### config.mk
export PLATFORM = sky130hd
export DESIGN_NAME = pbfc_div
export DESIGN_NICKNAME = d
export VERILOG_FILES = /design/src/sv/pbfc_pkg.sv /design/src/sv/pbfc_div.sv
export SDC_FILE = /design/constraint.sdc
export NUM_CORES = 1
export LEC_CHECK = 0
export BUFFER_PORTS_ARGS = -buffer_cell sky130_fd_sc_hd__buf_2
export CORE_ASPECT_RATIO = 0.5
export CORE_MARGIN = 1.5
export CORE_UTILIZATION = 45
export DETAILED_ROUTE_END_ITERATION = 7
export SYNTH_ARGS = -nofsm -noshare
export SYNTH_HDL_FRONTEND = slang
export SYNTH_SLANG_ARGS = --single-unit
### constraint.sdc
create_clock -name clk -period 4.5 [get_ports clk]
set_input_delay 0.225 -clock clk [delete_from_list [all_inputs] [get_ports clk]]
set_output_delay 0.225 -clock clk [all_outputs]
set_load 0.02 [all_outputs]
### src/sv/pbfc_pkg.sv
// Package: shared widths, opcodes and helper functions for the bit map unit.
`default_nettype none
package pbfc_pkg;

  localparam int OPCODE_W   = 3;
  localparam int BIT_IDX_W  = 16;
  localparam int BYTE_IDX_W = 10;
  localparam int BYTE_W     = 8;
  localparam int FIELD_W    = 14;
  localparam int PCT_W      = 15;
  localparam int NB_W       = 12;
  localparam int PROD_W     = 29;
  localparam int PCT_SCALE  = 25600;

  typedef logic [OPCODE_W-1:0] opcode_t;
  typedef logic [FIELD_W-1:0]  field_t;
  typedef logic [PCT_W-1:0]    pct_t;
  typedef logic [NB_W-1:0]     nbytes_t;

  localparam opcode_t OP_TEST  = 3'd0;
  localparam opcode_t OP_SET   = 3'd1;
  localparam opcode_t OP_CLR   = 3'd2;
  localparam opcode_t OP_FILL1 = 3'd3;
  localparam opcode_t OP_FILL0 = 3'd4;
  localparam opcode_t OP_LOAD  = 3'd5;

  // bits of byte k that lie inside a field of n bits, MSB first
  function automatic logic [7:0] in_range_mask(input nbytes_t k, input field_t n);
    nbytes_t full;
    logic [7:0] m;
    full = {1'b0, n[FIELD_W-1:3]};
    if (k < full) begin
      m = 8'hFF;
    end else if (k == full) begin
      m = ~(8'hFF >> n[2:0]);
    end else begin
      m = 8'h00;
    end
    return m;
  endfunction

  function automatic logic [3:0] pop8(input logic [7:0] v);
    logic [3:0] c;
    c = 4'd0;
    for (int i = 0; i < 8; i++) begin
      c = c + {3'd0, v[i]};
    end
    return c;
  endfunction

endpackage
`default_nettype wire

### src/sv/pbfc_div.sv
// Bit-serial restoring divider for the fill percentage.
`default_nettype none
module pbfc_div (
  input  wire logic                     clk,
  input  wire logic                     rst_n,
  input  wire logic                     start,
  input  wire logic [pbfc_pkg::FIELD_W-1:0] count,
  input  wire logic [pbfc_pkg::FIELD_W-1:0] divisor,
  output logic                          done,
  output logic [pbfc_pkg::PCT_W-1:0]    quotient
);
  import pbfc_pkg::*;

  localparam logic [1:0] DV_IDLE = 2'd0;
  localparam logic [1:0] DV_MUL  = 2'd1;
  localparam logic [1:0] DV_RUN  = 2'd2;

  logic [1:0]        st_r, st_nxt;
  logic [PROD_W-1:0] prod_r, prod_nxt;
  field_t            d_r, d_nxt;
  field_t            rem_r, rem_nxt;
  pct_t              q_r, q_nxt;
  logic [3:0]        step_r, step_nxt;
  logic              done_r, done_nxt;
  logic [FIELD_W:0]  trial;
  logic [FIELD_W:0]  diff;

  always_comb begin
    st_nxt   = st_r;
    prod_nxt = prod_r;
    d_nxt    = d_r;
    rem_nxt  = rem_r;
    q_nxt    = q_r;
    step_nxt = step_r;
    done_nxt = 1'b0;
    trial    = {rem_r, q_r[PCT_W-1]};
    diff     = trial - {1'b0, d_r};
    case (st_r)
      DV_IDLE: begin
        if (start) begin
          prod_nxt = PROD_W'(count) * PROD_W'(PCT_SCALE);
          d_nxt    = divisor;
          st_nxt   = DV_MUL;
        end
      end
      DV_MUL: begin
        if (d_r == '0) begin
          q_nxt    = '0;
          done_nxt = 1'b1;
          st_nxt   = DV_IDLE;
        end else begin
          rem_nxt  = prod_r[PROD_W-1:PCT_W];
          q_nxt    = prod_r[PCT_W-1:0];
          step_nxt = '0;
          st_nxt   = DV_RUN;
        end
      end
      DV_RUN: begin
        if (trial >= {1'b0, d_r}) begin
          rem_nxt = diff[FIELD_W-1:0];
          q_nxt   = {q_r[PCT_W-2:0], 1'b1};
        end else begin
          rem_nxt = trial[FIELD_W-1:0];
          q_nxt   = {q_r[PCT_W-2:0], 1'b0};
        end
        step_nxt = step_r + 4'd1;
        if (step_r == 4'(PCT_W - 1)) begin
          done_nxt = 1'b1;
          st_nxt   = DV_IDLE;
        end
      end
      default: begin
        st_nxt = DV_IDLE;
      end
    endcase
  end

  always_ff @(posedge clk) begin
    if (!rst_n) begin
      st_r   <= DV_IDLE;
      done_r <= 1'b0;
      step_r <= '0;
    end else begin
      st_r   <= st_nxt;
      done_r <= done_nxt;
      step_r <= step_nxt;
    end
  end

  always_ff @(posedge clk) begin
    prod_r <= prod_nxt;
    d_r    <= d_nxt;
    rem_r  <= rem_nxt;
    q_r    <= q_nxt;
  end

  assign done     = done_r;
  assign quotient = q_r;

  a_q_bound: assert property (@(posedge clk) disable iff (!rst_n)
    done_r |-> q_r <= pct_t'(PCT_SCALE))
    else $error("percentage above full scale");

endmodule
`default_nettype wire

==> results of run 1 <==
==> where the power goes <==
group,internal [mW],leakage [nW],switching (mW)
Sequential,0.853,0.648,0.0495
Combinational,0.342,1.68,0.480
Clock,0.425,0.133,0.249
==> worst max-delay path, stage by stage, from the launching register on <==
cell,delay (ns)
sky130_fd_sc_hd__edfxtp_1,0.36
sky130_fd_sc_hd__inv_1,0.06
sky130_fd_sc_hd__ha_1,0.36
sky130_fd_sc_hd__a21o_1,0.20
sky130_fd_sc_hd__a211oi_1,0.50
sky130_fd_sc_hd__a211o_1,0.24
sky130_fd_sc_hd__nand3_1,0.53
sky130_fd_sc_hd__mux2i_1,0.28
sky130_fd_sc_hd__mux2_2,0.30
==> cell usage after synthesis, types with 2 or more instances <==
cell / n / share of area
sky130_fd_sc_hd__a31oi_1: 6 / 0.0077
sky130_fd_sc_hd__ha_1: 65 / 0.17
sky130_fd_sc_hd__dfxtp_1: 7 / 0.029
sky130_fd_sc_hd__o221a_2: 2 / 0.0046
sky130_fd_sc_hd__a211o_1: 2 / 0.0036
sky130_fd_sc_hd__nand4_1: 6 / 0.0077
sky130_fd_sc_hd__xnor2_1: 8 / 0.014
sky130_fd_sc_hd__a21o_1: 8 / 0.012
sky130_fd_sc_hd__nor2b_1: 5 / 0.0064
sky130_fd_sc_hd__nand3_1: 11 / 0.011
sky130_fd_sc_hd__a2bb2oi_1: 6 / 0.011
sky130_fd_sc_hd__or2_2: 5 / 0.0064
sky130_fd_sc_hd__inv_1: 67 / 0.052
sky130_fd_sc_hd__xor2_1: 7 / 0.013
sky130_fd_sc_hd__fa_1: 10 / 0.041
sky130_fd_sc_hd__buf_2: 3 / 0.0031
sky130_fd_sc_hd__a211oi_1: 3 / 0.0046
sky130_fd_sc_hd__nand4b_1: 3 / 0.0054
sky130_fd_sc_hd__clkbuf_1: 6 / 0.0046
sky130_fd_sc_hd__mux2_2: 2 / 0.0046
sky130_fd_sc_hd__o22a_1: 2 / 0.0036
sky130_fd_sc_hd__o21ai_0: 18 / 0.019
sky130_fd_sc_hd__o21a_1: 11 / 0.017
sky130_fd_sc_hd__nor2_1: 21 / 0.016
sky130_fd_sc_hd__and2_1: 13 / 0.017
sky130_fd_sc_hd__nand2_1: 31 / 0.024
sky130_fd_sc_hd__or4_1: 2 / 0.0031
sky130_fd_sc_hd__edfxtp_1: 62 / 0.38
sky130_fd_sc_hd__and3_1: 4 / 0.0052
sky130_fd_sc_hd__o22ai_1: 2 / 0.0026
sky130_fd_sc_hd__a21boi_0: 4 / 0.0062
sky130_fd_sc_hd__o2111ai_1: 4 / 0.0072
sky130_fd_sc_hd__nor4_1: 6 / 0.0077
sky130_fd_sc_hd__o21bai_1: 3 / 0.0046
sky130_fd_sc_hd__a2111o_1: 2 / 0.0046
sky130_fd_sc_hd__mux2i_1: 3 / 0.0062
sky130_fd_sc_hd__or3_1: 2 / 0.0026
sky130_fd_sc_hd__a21oi_1: 21 / 0.022
sky130_fd_sc_hd__nor3_1: 7 / 0.0072
sky130_fd_sc_hd__o31a_1: 4 / 0.0072
sky130_fd_sc_hd__and4_1: 3 / 0.0054
==> per-layer routing <==
metal / GRT usage / routed length [µm] / vias up
met4: 0.0480 / 123 / 0
met5: 0 / 0 / -
met1: 0.268 / 5140 / 1580
met3: 0.0533 / 418 / 10
li1: - / - / 1793
met2: 0.256 / 3930 / 63
==> sequential cells by signal, indices dropped and copies added, names as in the netlist <==
register,flops
d_r,14
done,1
prod_r,19
quotient,15
rem_r,14
st_r,2
step_r,4
==> placed cells by master (no fill, tap or decap), types with 8 or more instances in the layout <==
master | netlist | layout
sky130_fd_sc_hd__inv_1 | 67 | 67
sky130_fd_sc_hd__nand2_1 | 31 | 31
sky130_fd_sc_hd__nand3_1 | 11 | 11
sky130_fd_sc_hd__o21a_1 | 11 | 11
sky130_fd_sc_hd__ha_1 | 65 | 65
sky130_fd_sc_hd__nor2_1 | 21 | 21
sky130_fd_sc_hd__fa_1 | 10 | 10
sky130_fd_sc_hd__o21ai_0 | 18 | 18
sky130_fd_sc_hd__edfxtp_1 | 62 | 62
sky130_fd_sc_hd__a21o_1 | 8 | 8
sky130_fd_sc_hd__clkbuf_16 | 0 | 9
sky130_fd_sc_hd__a21oi_1 | 21 | 21
sky130_fd_sc_hd__buf_2 | 3 | 46
sky130_fd_sc_hd__xnor2_1 | 8 | 8
sky130_fd_sc_hd__and2_1 | 13 | 13
==> logic make-up after synthesis <==
| logic type | share of synthesized area |
|---|---|
| flops | 0.413 |
| compound gates | 0.149 |
| simple gates | 0.130 |
| buf+inv | 0.0614 |
| mux | 0.0108 |
| fa+ha+maj | 0.209 |
| xor+xnor | 0.0271 |
==> per-stage QoR <==
stage	hold WS [ns]	util
floorplan	0.324	-
global placement	0.402	0.505
detailed placement	0.404	0.505
CTS	0.0575	0.533
global route	0.0535	0.533
finish	0.0689	0.533
==> how the worst min path moves through the flow <==
| stage | end | slack (ns) |
|---|---|---|
| floorplan | d_r[0] | 0.32 |
| global placement | d_r[6] | 0.40 |
| detailed placement | d_r[5] | 0.40 |
| CTS | d_r[13] | 0.06 |
| global route | d_r[8] | 0.05 |
| finish | d_r[7] | 0.07 |
==> cell type report <==
cell class | instances | area (µm²)
Fill cell | 958 | 4840
Multi-Input combinational cell | 321 | 2550
Sequential cell | 69 | 2000
Inverter | 67 | 251
Timing Repair Buffer | 48 | 245
Clock buffer | 11 | 233
Tap cell | 140 | 175
Clock inverter | 4 | 50.0
==> run summary, run 1 <==
• **RSZ-0062 raised after global routing** no
• **Finished Cell Area** 5510 µm²
• **Place WS** 1.08 ns
• **Post-synth EDFFs** 62
• **clock transition at the registers of the reported paths** 0.05 ns
• **DRC violation count after routing** 0
• **Placed Instance Area** 5230 µm²
• **vias per cell** 5.22
• **ratio of cells with drive above 1 in the final layout** 0.135
• **aggregate global-route resource usage** 0.181
• **total placed cells including tap cells** 645
• **Port Buffers** 46
• **Mapped Nets** 574
• **number of instances resized during post-cts repair** 0
• **largest net degree at the start of global routing** 34
• **Maximum Capacitance Violations** 0
• **highest achievable clock rate** 324 MHz
• **number of synthesized register bits** 69
• **DRT iter0 DRCs** 251
• **launch point of the worst hold path** divisor[7]
• **final worst setup slack** 1.42 ns
• **Worst Hold Depth** 1
• **overall power after layout** 2.40 mW
• **starting utilization of the core area** 0.469
• **CTS Hold Bufs** 0
• **number of distinct standard cells referenced by the synthesized netlist** 52
• **time the worst path needs with I/O delays and setup** 3.08 ns
• **Detailed Route WL** 9.62 mm
• **GPL Wtd Cong** 0.830
• **CTS Buf Count** 9
• **final routed wire length divided by cell count** 14.6 µm
• **startpoint of the worst-slack reg-to-reg timing path** d_r[6]
• **share of flip-flops with an asynchronous set or reset** 0
• **critical path data required time** 4.58 ns
• **antenna violations before repair** 0
• **Cell Area, Synth** 4850 µm²
• **leakage power of the design** 2.46 nW
• **H-tree depth** 3
• **Die X** 150 µm
• **area of the die** 11500 µm²
• **via count of the routed design** 3446
• **# Post-CTS Setup Buffers** 0
• **largest driver fanout on the critical path** 15
• **number of max-slew violations in the final report** 0
• **Hold Fails Final Rpt** 0
• **Tightest Hold Check Type** primary input to flop
• **crit start category** flop
• **cell count of the worst reg-to-reg path** 8
• **r2r setup slk** 1.42 ns
• **via count of the first global-routing pass** 3267
• **Final period util** 0.685
• **CTS Root Cell** sky130_fd_sc_hd__clkbuf_16
• **number of cells in the finished layout apart from fillers** 660
• **worst setup path startpoint** d_r[6]
• **total of endpoints with negative setup slack in the final report** 0
• **Vert. Die Dim** 76.4 µm
• **Detail Placement HPWL** 7.34 mm
• **TritonRoute pass-1 iters** 4
• **TritonCTS clock tree** yes
• **number of standard-cell rows in the floorplan** 26
• **Max clock buf depth** 2
• **crit path to** rem_r[1]
• **terminus of the critical flop-to-flop path** rem_r[1]
• **Pwr per Cell Area** 435 nW/µm²
• **remaining antenna violation count after routing** 0
• **area growth from synthesis to layout** 13.5%
• **global-route wire length before repair** 16.2 mm
• **remaining global-route overflow** 0
• **number of nets in the layout** 622
• **final clock skew** 0.00589 ns
• **Data arrival, critical path** 3.16 ns
• **status** finished clean
• **clock latency on the worst-skew pair** 0.33 ns
• **slew of the pin with the lowest slew margin** 0.756 ns
• **headroom to the max-slew limit** 0.496
• **sequential fraction of the synthesis area** 0.413
• **clock tree sinks** 69
• **top_reg_cell synth** sky130_fd_sc_hd__edfxtp_1
• **area of the core** 10300 µm²
• **Synthesis Warnings** 0
• **Inserted Diodes** 0
• **synthesized instance count** 468
• **capturing element type of the critical path** flop
• **worst IR drop on VDD** 0.208 mV
• **Total Neg Setup Slack** 0 ns
• **number of top-level pins** 47
• **Mapped Avg Cell Area** 10.4 µm²
• **CP Class** flop to flop
Note: power is estimated with default switching activity, not from simulation.
==> inputs of run 2 (changes only) <==
ABC_AREA = 1   (was not set)
clock period = 2.9 ns   (was 4.5 ns; I/O delays follow)
==> run 2 against run 1 <==
Compared with the run above: register-to-register slack worse by 0.85 ns; setup slack worse by 1.1 ns; synthesized cell count up 30%; global-route usage up 0.37 points; hold slack worse by 0.032 ns; clock skew up 0.0032 ns; via count up 15%; non-clock buffer count up 27; final area up 9.0%; final cell count up 26%; flip-flop and latch count unchanged; critical path depth up 6; critical endpoint is now prod_r[22]; largest cell class unchanged; largest power group is now combinational logic.
==> run summary, run 2 <==
• **Synth area leader** sky130_fd_sc_hd__edfxtp_1
• **register with the most flip-flops** prod_r
• **Tightest Hold Check Type** primary input to flop
• **largest driver fanout on the critical path** 4, -11
• **area growth from synthesis to layout** 17.3%
• **post-synthesis simple-gate area fraction** 0.228, +0.0980
• **most frequent cell after synthesis** sky130_fd_sc_hd__nand2_1
• **dominant combinational cell family by area after synthesis** simple AND/OR/NAND/NOR gates
• **global-route wire length before repair** 17.5 mm, +7.9%
• **H-tree depth** 3, unchanged
• **via count of the routed design** 3951, +15%
• **GPL Wtd Cong** 0.888, +7.0%
• **r2r setup slk** 0.57 ns, -0.85 ns
• **Detail Placement HPWL** 8.27 mm, +13%
• **worst IR drop on VDD** 0.354 mV, +70%
• **multiplexer area fraction after synthesis** 0, -0.0108
• **compound-cell area share of the yosys netlist** 0.0552, -0.0938
• **critical path data required time** 2.98 ns, -1.60 ns
• **top area cells in the synthesized netlist** sky130_fd_sc_hd__edfxtp_1 (36%), sky130_fd_sc_hd__ha_1 (16%), sky130_fd_sc_hd__nand2_1 (11%), sky130_fd_sc_hd__inv_1 (8.3%), sky130_fd_sc_hd__fa_1 (3.9%)
• **CP Class** primary input to flop
• **ratio of cells with drive above 1 in the final layout** 0.135, +0.000363
• **Inserted Diodes** 0, unchanged
• **Slowest-stage cell, CP** sky130_fd_sc_hd__fa_1
• **Vert. Die Dim** 78.4 µm, +2.6%
• **routed wl met2** 4.08 mm, +3.9%
• **crit start category** primary input
• **TritonRoute pass-1 iters** 5, +1
• **capturing element type of the critical path** flop
• **length of routed wiring on met1** 5.81 mm, +13%
• **synthesized instance count** 607, +30%
• **area of the die** 12100 µm², +5.4%
• **most common cell after layout, fill and taps aside** sky130_fd_sc_hd__nand2_1
• **most used cell along the critical path** sky130_fd_sc_hd__ha_1
• **antenna violations before repair** 0, unchanged
• **Final Util** 0.544, +0.0111
• **time the worst path needs with I/O delays and setup** 2.61 ns
• **most frequent cells in the layout** sky130_fd_sc_hd__nand2_1 (155), sky130_fd_sc_hd__inv_1 (113), sky130_fd_sc_hd__ha_1 (65), sky130_fd_sc_hd__edfxtp_1 (62)
• **remaining antenna violation count after routing** 0, unchanged
• **number of nets in the layout** 790, +27%
• **DRT iter0 DRCs** 230, -8.4%
• **Die X** 154 µm, +2.7%
• **area of the core** 11000 µm², +6.8%
• **Synthesis Warnings** 0, unchanged
• **Placed Instance Area** 5580 µm², +6.8%
• **Cell Area, Synth** 5120 µm², +5.5%
• **share of flip-flops with an asynchronous set or reset** 0, unchanged
• **CTS Buf Count** 9, unchanged
• **number of standard-cell rows in the floorplan** 27, +3.8%
• **final routed wire length divided by cell count** 12.6 µm, -14%
• **status** finished clean
• **count of buffering cells on the critical path with inverters included** 4, +3
• **leakage power of the design** 3.06 nW, +24%
• **Max clock buf depth** 2, unchanged
• **clock latency on the worst-skew pair** 0.33 ns, about the same
• **ranking of synthesized cells by instance count** sky130_fd_sc_hd__nand2_1 (155), sky130_fd_sc_hd__inv_1 (113), sky130_fd_sc_hd__ha_1 (65), sky130_fd_sc_hd__edfxtp_1 (62), sky130_fd_sc_hd__nor2_1 (46)
• **overall power after layout** 4.84 mW, +100%
• **highest metal layer with signal wires** met4
• **area fraction of the dominant cell type after synthesis** 0.364, -0.0201
• **DRC violation count after routing** 0, unchanged
• **Pwr per Cell Area** 805 nW/µm², +85%
• **starting utilization of the core area** 0.463, -0.00556
• **highest achievable clock rate** 384 MHz
• **synthesized-area fraction occupied by adder cells** 0.198, -0.0109
• **final clock skew** 0.00912 ns, +0.00322 ns
• **xor/xnor share of the synthesized area** 0.0325, +0.00543
• **number of max-slew violations in the final report** 0, unchanged
• **CTS Root Cell** sky130_fd_sc_hd__clkbuf_16
• **TritonCTS clock tree** yes
• **headroom to the max-slew limit** 0.550, +0.0540
• **Finished Cell Area** 6010 µm², +9.0%
• **family of cells with the greatest summed delay on the critical path** adder cells
• **via count of the first global-routing pass** 3654, +12%
• **number of distinct standard cells referenced by the synthesized netlist** 34, -35%
• **Mapped Avg Cell Area** 8.43 µm², -19%
• **vias per cell** 4.74, -9.3%
• **Port Buffers** 46, unchanged
• **Final period util** 0.899
• **remaining global-route overflow** 0, unchanged
• **slew of the pin with the lowest slew margin** 0.675 ns, -0.0808 ns
• **clock transition at the registers of the reported paths** 0.05 ns, about the same
• **Data arrival, critical path** 2.68 ns, -0.48 ns
• **Maximum Capacitance Violations** 0, unchanged
• **ordered cell list for the critical path** buf_2 -> ha_1 -> ha_1 -> inv_1 -> fa_1 -> inv_1 -> ha_1 -> a21oi_1 -> nand2_1 -> a21boi_0 -> buf_4 -> nor3_1 -> nor2_1 -> xnor2_1
• **Mapped Nets** 713, +24%
• **biggest cell delay along the critical path** 0.49 ns, -0.04 ns
• **clock tree sinks** 69, unchanged
• **RSZ-0062 raised after global routing** no
• **Detailed Route WL** 10.5 mm, +9.0%
• **Post-synth EDFFs** 62, unchanged
• **number of top-level pins** 47, unchanged
• **total of endpoints with negative setup slack in the final report** 0, unchanged
• **number of synthesized register bits** 69, unchanged
• **wire length on met3** 480 µm, +15%
• **aggregate global-route resource usage** 0.185, +0.00368
• **Hold Fails Final Rpt** 0, unchanged
• **max FFs per register** 19, unchanged
• **largest net degree at the start of global routing** 35, +2.9%
• **sequential fraction of the synthesis area** 0.391, -0.0216
• **top_reg_cell synth** sky130_fd_sc_hd__edfxtp_1
==> run 2: cell count changes after synthesis, sizes merged, moves of 6 or more <==
cell / previous run / this run
a21o: 8 / 1
nand2: 31 / 160
and2: 13 / 2
inv: 67 / 113
nor4: 6 / 0
o21a: 11 / 2
nor2: 21 / 50
nand3: 11 / 42
xor2: 7 / 13
a2bb2oi: 6 / 0
==> run 2: report_power, final <==
part           switching (mW)  internal (mW)
Sequential              0.123           1.47
Combinational            1.40          0.795
Clock                   0.387          0.659
==> run 2: layout make-up <==
class	count	area (µm²)
fill	1062	5040
inverter	113	424
tap	145	181
clock inverter	5	51.3
multi-input combinational	416	2630
clock buffer	11	233
sequential	69	2000
timing repair buffer	75	483
==> run 2: cell families (layout without fill, tap and decap cells) <==
| group | count (synthesis) | in the layout |
|---|---|---|
| and+or+nand+nor | 271 | 271 |
| DFF | 69 | 69 |
| xor gates and xnor gates | 19 | 19 |
| buffers and inverters | 122 | 204 |
| adders and majority gates | 75 | 75 |
| AOI/OAI and AO/OA | 51 | 51 |
==> run 2: path summary, 6_finish.rpt <==
path / start / endpoint / depth (start not counted)
setup reg to reg: rem_r[5] / rem_r[5] / 9
hold reg to reg: st_r[0] / st_r[0] / 2
setup / recovery: count[3] / prod_r[22] / 14
hold / removal: count[2] / prod_r[12] / 1
==> run 2: worst register-to-register path, cell delays in order, from the launching register on <==
cell	delay, ns
sky130_fd_sc_hd__edfxtp_1	0.47
sky130_fd_sc_hd__ha_1	0.42
sky130_fd_sc_hd__nand2_1	0.09
sky130_fd_sc_hd__nor2_1	0.19
sky130_fd_sc_hd__nand4_1	0.16
sky130_fd_sc_hd__nand3_2	0.10
sky130_fd_sc_hd__buf_4	0.33
sky130_fd_sc_hd__nand2_1	0.10
sky130_fd_sc_hd__nand2_1	0.14
sky130_fd_sc_hd__nand2_1	0.07
==> run 2: per-layer routing <==
layer / GRT usage / vias up
met5: 0 / -
met4: 0.0466 / 0
met3: 0.0392 / 10
met2: 0.264 / 75
met1: 0.282 / 1759
li1: - / 2107
==> run 2: what timing repair did <==
| action | CTS | global route |
|---|---|---|
| resized for setup | 0 | 0 |
| endpoints found under the hold margin | 14 | 0 |
| setup buffers | 0 | 0 |
| hold buffers | 14 | 0 |
==> run 2: metrics by stage <==
stage | hold slack [ns] | instances | setup TNS, ns | setup WS, ns
2_1_floorplan | 0.244 | 607 | 0 | 0.171
3_3_place_gp | 0.321 | 804 | 0 | 0.0176
3_5_place_dp | 0.324 | 804 | -0.0573 | -0.0306
4_1_cts | 0.0266 | 834 | 0 | 0.303
5_1_grt | 0.0303 | 834 | 0 | 0.120
6_report | 0.0371 | 834 | 0 | 0.293
==> inputs of run 3 (changes only) <==
ABC_AREA = 0   (was 1)
BUFFER_PORTS_ARGS = -buffer_cell sky130_fd_sc_hd__buf_4   (was -buffer_cell sky130_fd_sc_hd__buf_2)
==> run 3 against run 2 <==
Compared with the run above: first-iteration DRC count is 3.0% lower; critical endpoint is now prod_r[28]; hold slack better by 0.0016 ns; global-route usage is 1.1 points higher; via count is 7.1% lower; non-clock buffer count is 24 higher; die area is 5.1% lower; largest power group unchanged.
==> run summary, run 3 (synthesis gave the netlist of run 1 again) <==
• **remaining antenna violation count after routing** 0, unchanged
• **Inserted Diodes** 0, unchanged
• **aggregate global-route resource usage** 0.196, +0.0106
• **largest net degree at the start of global routing** 34, -2.9%
• **worst IR drop on VDD** 0.337 mV, -4.8%
• **ratio of cells with drive above 1 in the final layout** 0.210, +0.0748
• **count of buffering cells on the critical path with inverters included** 1, -3
• **vias per cell** 5.16, +8.9%
• **Port Buffers** 46, unchanged
• **final clock skew** 0.00414 ns, -0.00497 ns
• **total of endpoints with negative setup slack in the final report** 0, unchanged
• **remaining global-route overflow** 0, unchanged
• **Die X** 150 µm, -2.6%
• **number of nets in the layout** 673, -15%
• **area of the die** 11500 µm², -5.1%
• **Pwr per Cell Area** 651 nW/µm², -19%
• **TritonCTS clock tree** yes
• **most common cell after layout, fill and taps aside** sky130_fd_sc_hd__buf_4
• **area of the core** 10300 µm², -6.4%
• **number of top-level pins** 47, unchanged
• **clock tree sinks** 69, unchanged
• **status** finished clean
• **capturing element type of the critical path** flop
• **most frequent cells in the layout** sky130_fd_sc_hd__buf_4 (85), sky130_fd_sc_hd__inv_1 (66), sky130_fd_sc_hd__edfxtp_1 (62), sky130_fd_sc_hd__ha_1 (58), sky130_fd_sc_hd__nand2_1 (31)
• **headroom to the max-slew limit** 0.652, +0.102
• **max FFs per register** 19, unchanged
• **Total Neg Setup Slack** 0 ns, unchanged
• **most used cell along the critical path** sky130_fd_sc_hd__ha_4
• **CTS Buf Count** 9, unchanged
• **biggest cell delay along the critical path** 0.58 ns, +0.09 ns
• **leakage power of the design** 2.75 nW, -10%
• **via count of the routed design** 3672, -7.1%
• **critical path data required time** 2.98 ns, about the same
• **clock transition at the registers of the reported paths** 0.05 ns, about the same
• **crit start category** primary input
• **TritonRoute pass-1 iters** 5, unchanged
• **ordered cell list for the critical path** buf_4 -> ha_4 -> ha_4 -> fa_1 -> ha_4 -> nor2b_4 -> o31a_1 -> o41ai_4 -> a21boi_1 -> a311oi_2 -> xnor2_1
• **Hold Fails Final Rpt** 0, unchanged
• **H-tree depth** 3, unchanged
• **final routed wire length divided by cell count** 14.6 µm, +16%
• **largest driver fanout on the critical path** 3, -1
• **RSZ-0062 raised after global routing** no
• **Maximum Capacitance Violations** 0, unchanged
• **highest achievable clock rate** 355 MHz, -7.5%
• **number of max-slew violations in the final report** 0, unchanged
• **filler cell count** 899, -15%
• **number of standard-cell rows in the floorplan** 26, -3.7%
• **overall power after layout** 4.01 mW, -17%
• **clock latency on the worst-skew pair** 0.33 ns, about the same
• **DRT iter0 DRCs** 223, -3.0%
• **Slowest-stage cell, CP** sky130_fd_sc_hd__fa_1
• **GPL Wtd Cong** 0.870, -2.0%
• **Data arrival, critical path** 2.89 ns, +0.21 ns
• **Tightest Hold Check Type** primary input to flop
• **CTS Root Cell** sky130_fd_sc_hd__clkbuf_16
• **register with the most flip-flops** prod_r
• **total placed cells including tap cells** 682, -15%
• **number of cells in the finished layout apart from fillers** 712, -15%
• **starting utilization of the core area** 0.469, +0.00556
• **# Post-CTS Setup Buffers** 0, unchanged
• **global-route wire length before repair** 17.5 mm, about the same
• **time the worst path needs with I/O delays and setup** 2.82 ns, +0.212 ns
• **DRC violation count after routing** 0, unchanged
• **Vert. Die Dim** 76.4 µm, -2.6%
• **Detail Placement HPWL** 7.93 mm, -4.1%
• **family of cells with the greatest summed delay on the critical path** adder cells
• **CP Class** primary input to flop
• **Detailed Route WL** 10.4 mm, -0.81%
• **slew of the pin with the lowest slew margin** 0.517 ns, -0.158 ns
• **area growth from synthesis to layout** 27.0%
• **antenna violations before repair** 0, unchanged
• **Max clock buf depth** 2, unchanged
• **via count of the first global-routing pass** 3546, -3.0%
• **Place WS** -0.350 ns, -0.319 ns
• **Final period util** 0.972, +0.0732
• **final worst setup slack** 0.0813 ns, -0.212 ns
## run 3: changes by cell type in the layout (fill, tap and decap cells not counted), moves of 11 or more
cell	change
sky130_fd_sc_hd__and2_1	+11
sky130_fd_sc_hd__buf_2	-46
sky130_fd_sc_hd__buf_4	+70
sky130_fd_sc_hd__inv_1	-47
sky130_fd_sc_hd__nand2_1	-124
sky130_fd_sc_hd__nand3_1	-25
sky130_fd_sc_hd__nor2_1	-25
## run 3: power by group
| part | switching, mW | internal, mW | total [mW] | leakage (nW) |
|---|---|---|---|---|
| combinational | 0.806 | 0.720 | 1.53 | 1.96 |
| clock | 0.413 | 0.669 | 1.08 | 0.140 |
| sequential | 0.0797 | 1.32 | 1.40 | 0.648 |
| total | 1.30 | 2.71 | 4.01 | 2.75 |
## run 3: routing by layer
| layer | up-vias | track usage | wire length (µm) | share of wire |
|---|---|---|---|---|
| met2 | 74 | 0.281 | 4250 | 0.41 |
| met5 | - | 0 | 0 | 0 |
| met1 | 1691 | 0.292 | 5420 | 0.52 |
| li1 | 1896 | - | - | - |
| met3 | 11 | 0.0485 | 614 | 0.059 |
| met4 | 0 | 0.0500 | 117 | 0.011 |
## run 3: stage by stage
step / area (µm²) / util / hold WS, ns
global placement: 5690 / 0.550 / 0.323
finish: 6160 / 0.596 / 0.0387
global route: 6160 / 0.596 / 0.0312
CTS: 6120 / 0.592 / 0.0292
floorplan: 4920 / - / 0.244
detailed placement: 5690 / 0.550 / 0.325
## run 3: timing repair
| item | in CTS | in global routing |
|---|---|---|
| hold buffers | 14 | 0 |
| resized for setup | 0 | 4 |
| endpoints found under the hold margin | 14 | 0 |
| endpoints found under the setup margin | 0 | 4 |
## run 3: path summary, 6_finish.rpt
| path | from | end | slack (ns) | cells past startpoint |
|---|---|---|---|---|
| min reg2reg | step_r[2] | step_r[2] | 0.51 | 2 |
| min | count[2] | prod_r[12] | 0.04 | 1 |
| max | count[3] | prod_r[28] | 0.08 | 11 |
| max reg2reg | d_r[11] | rem_r[11] | 0.19 | 8 |
## run 3: layout make-up
type	count	area (µm²)	area share
multi-input combinational	321	2660	0.432
tap	140	175	0.0284
inverter	67	251	0.0408
clock inverter	5	60.1	0.00975
clock buffer	11	233	0.0378
sequential	69	2000	0.325
timing repair buffer	99	778	0.126
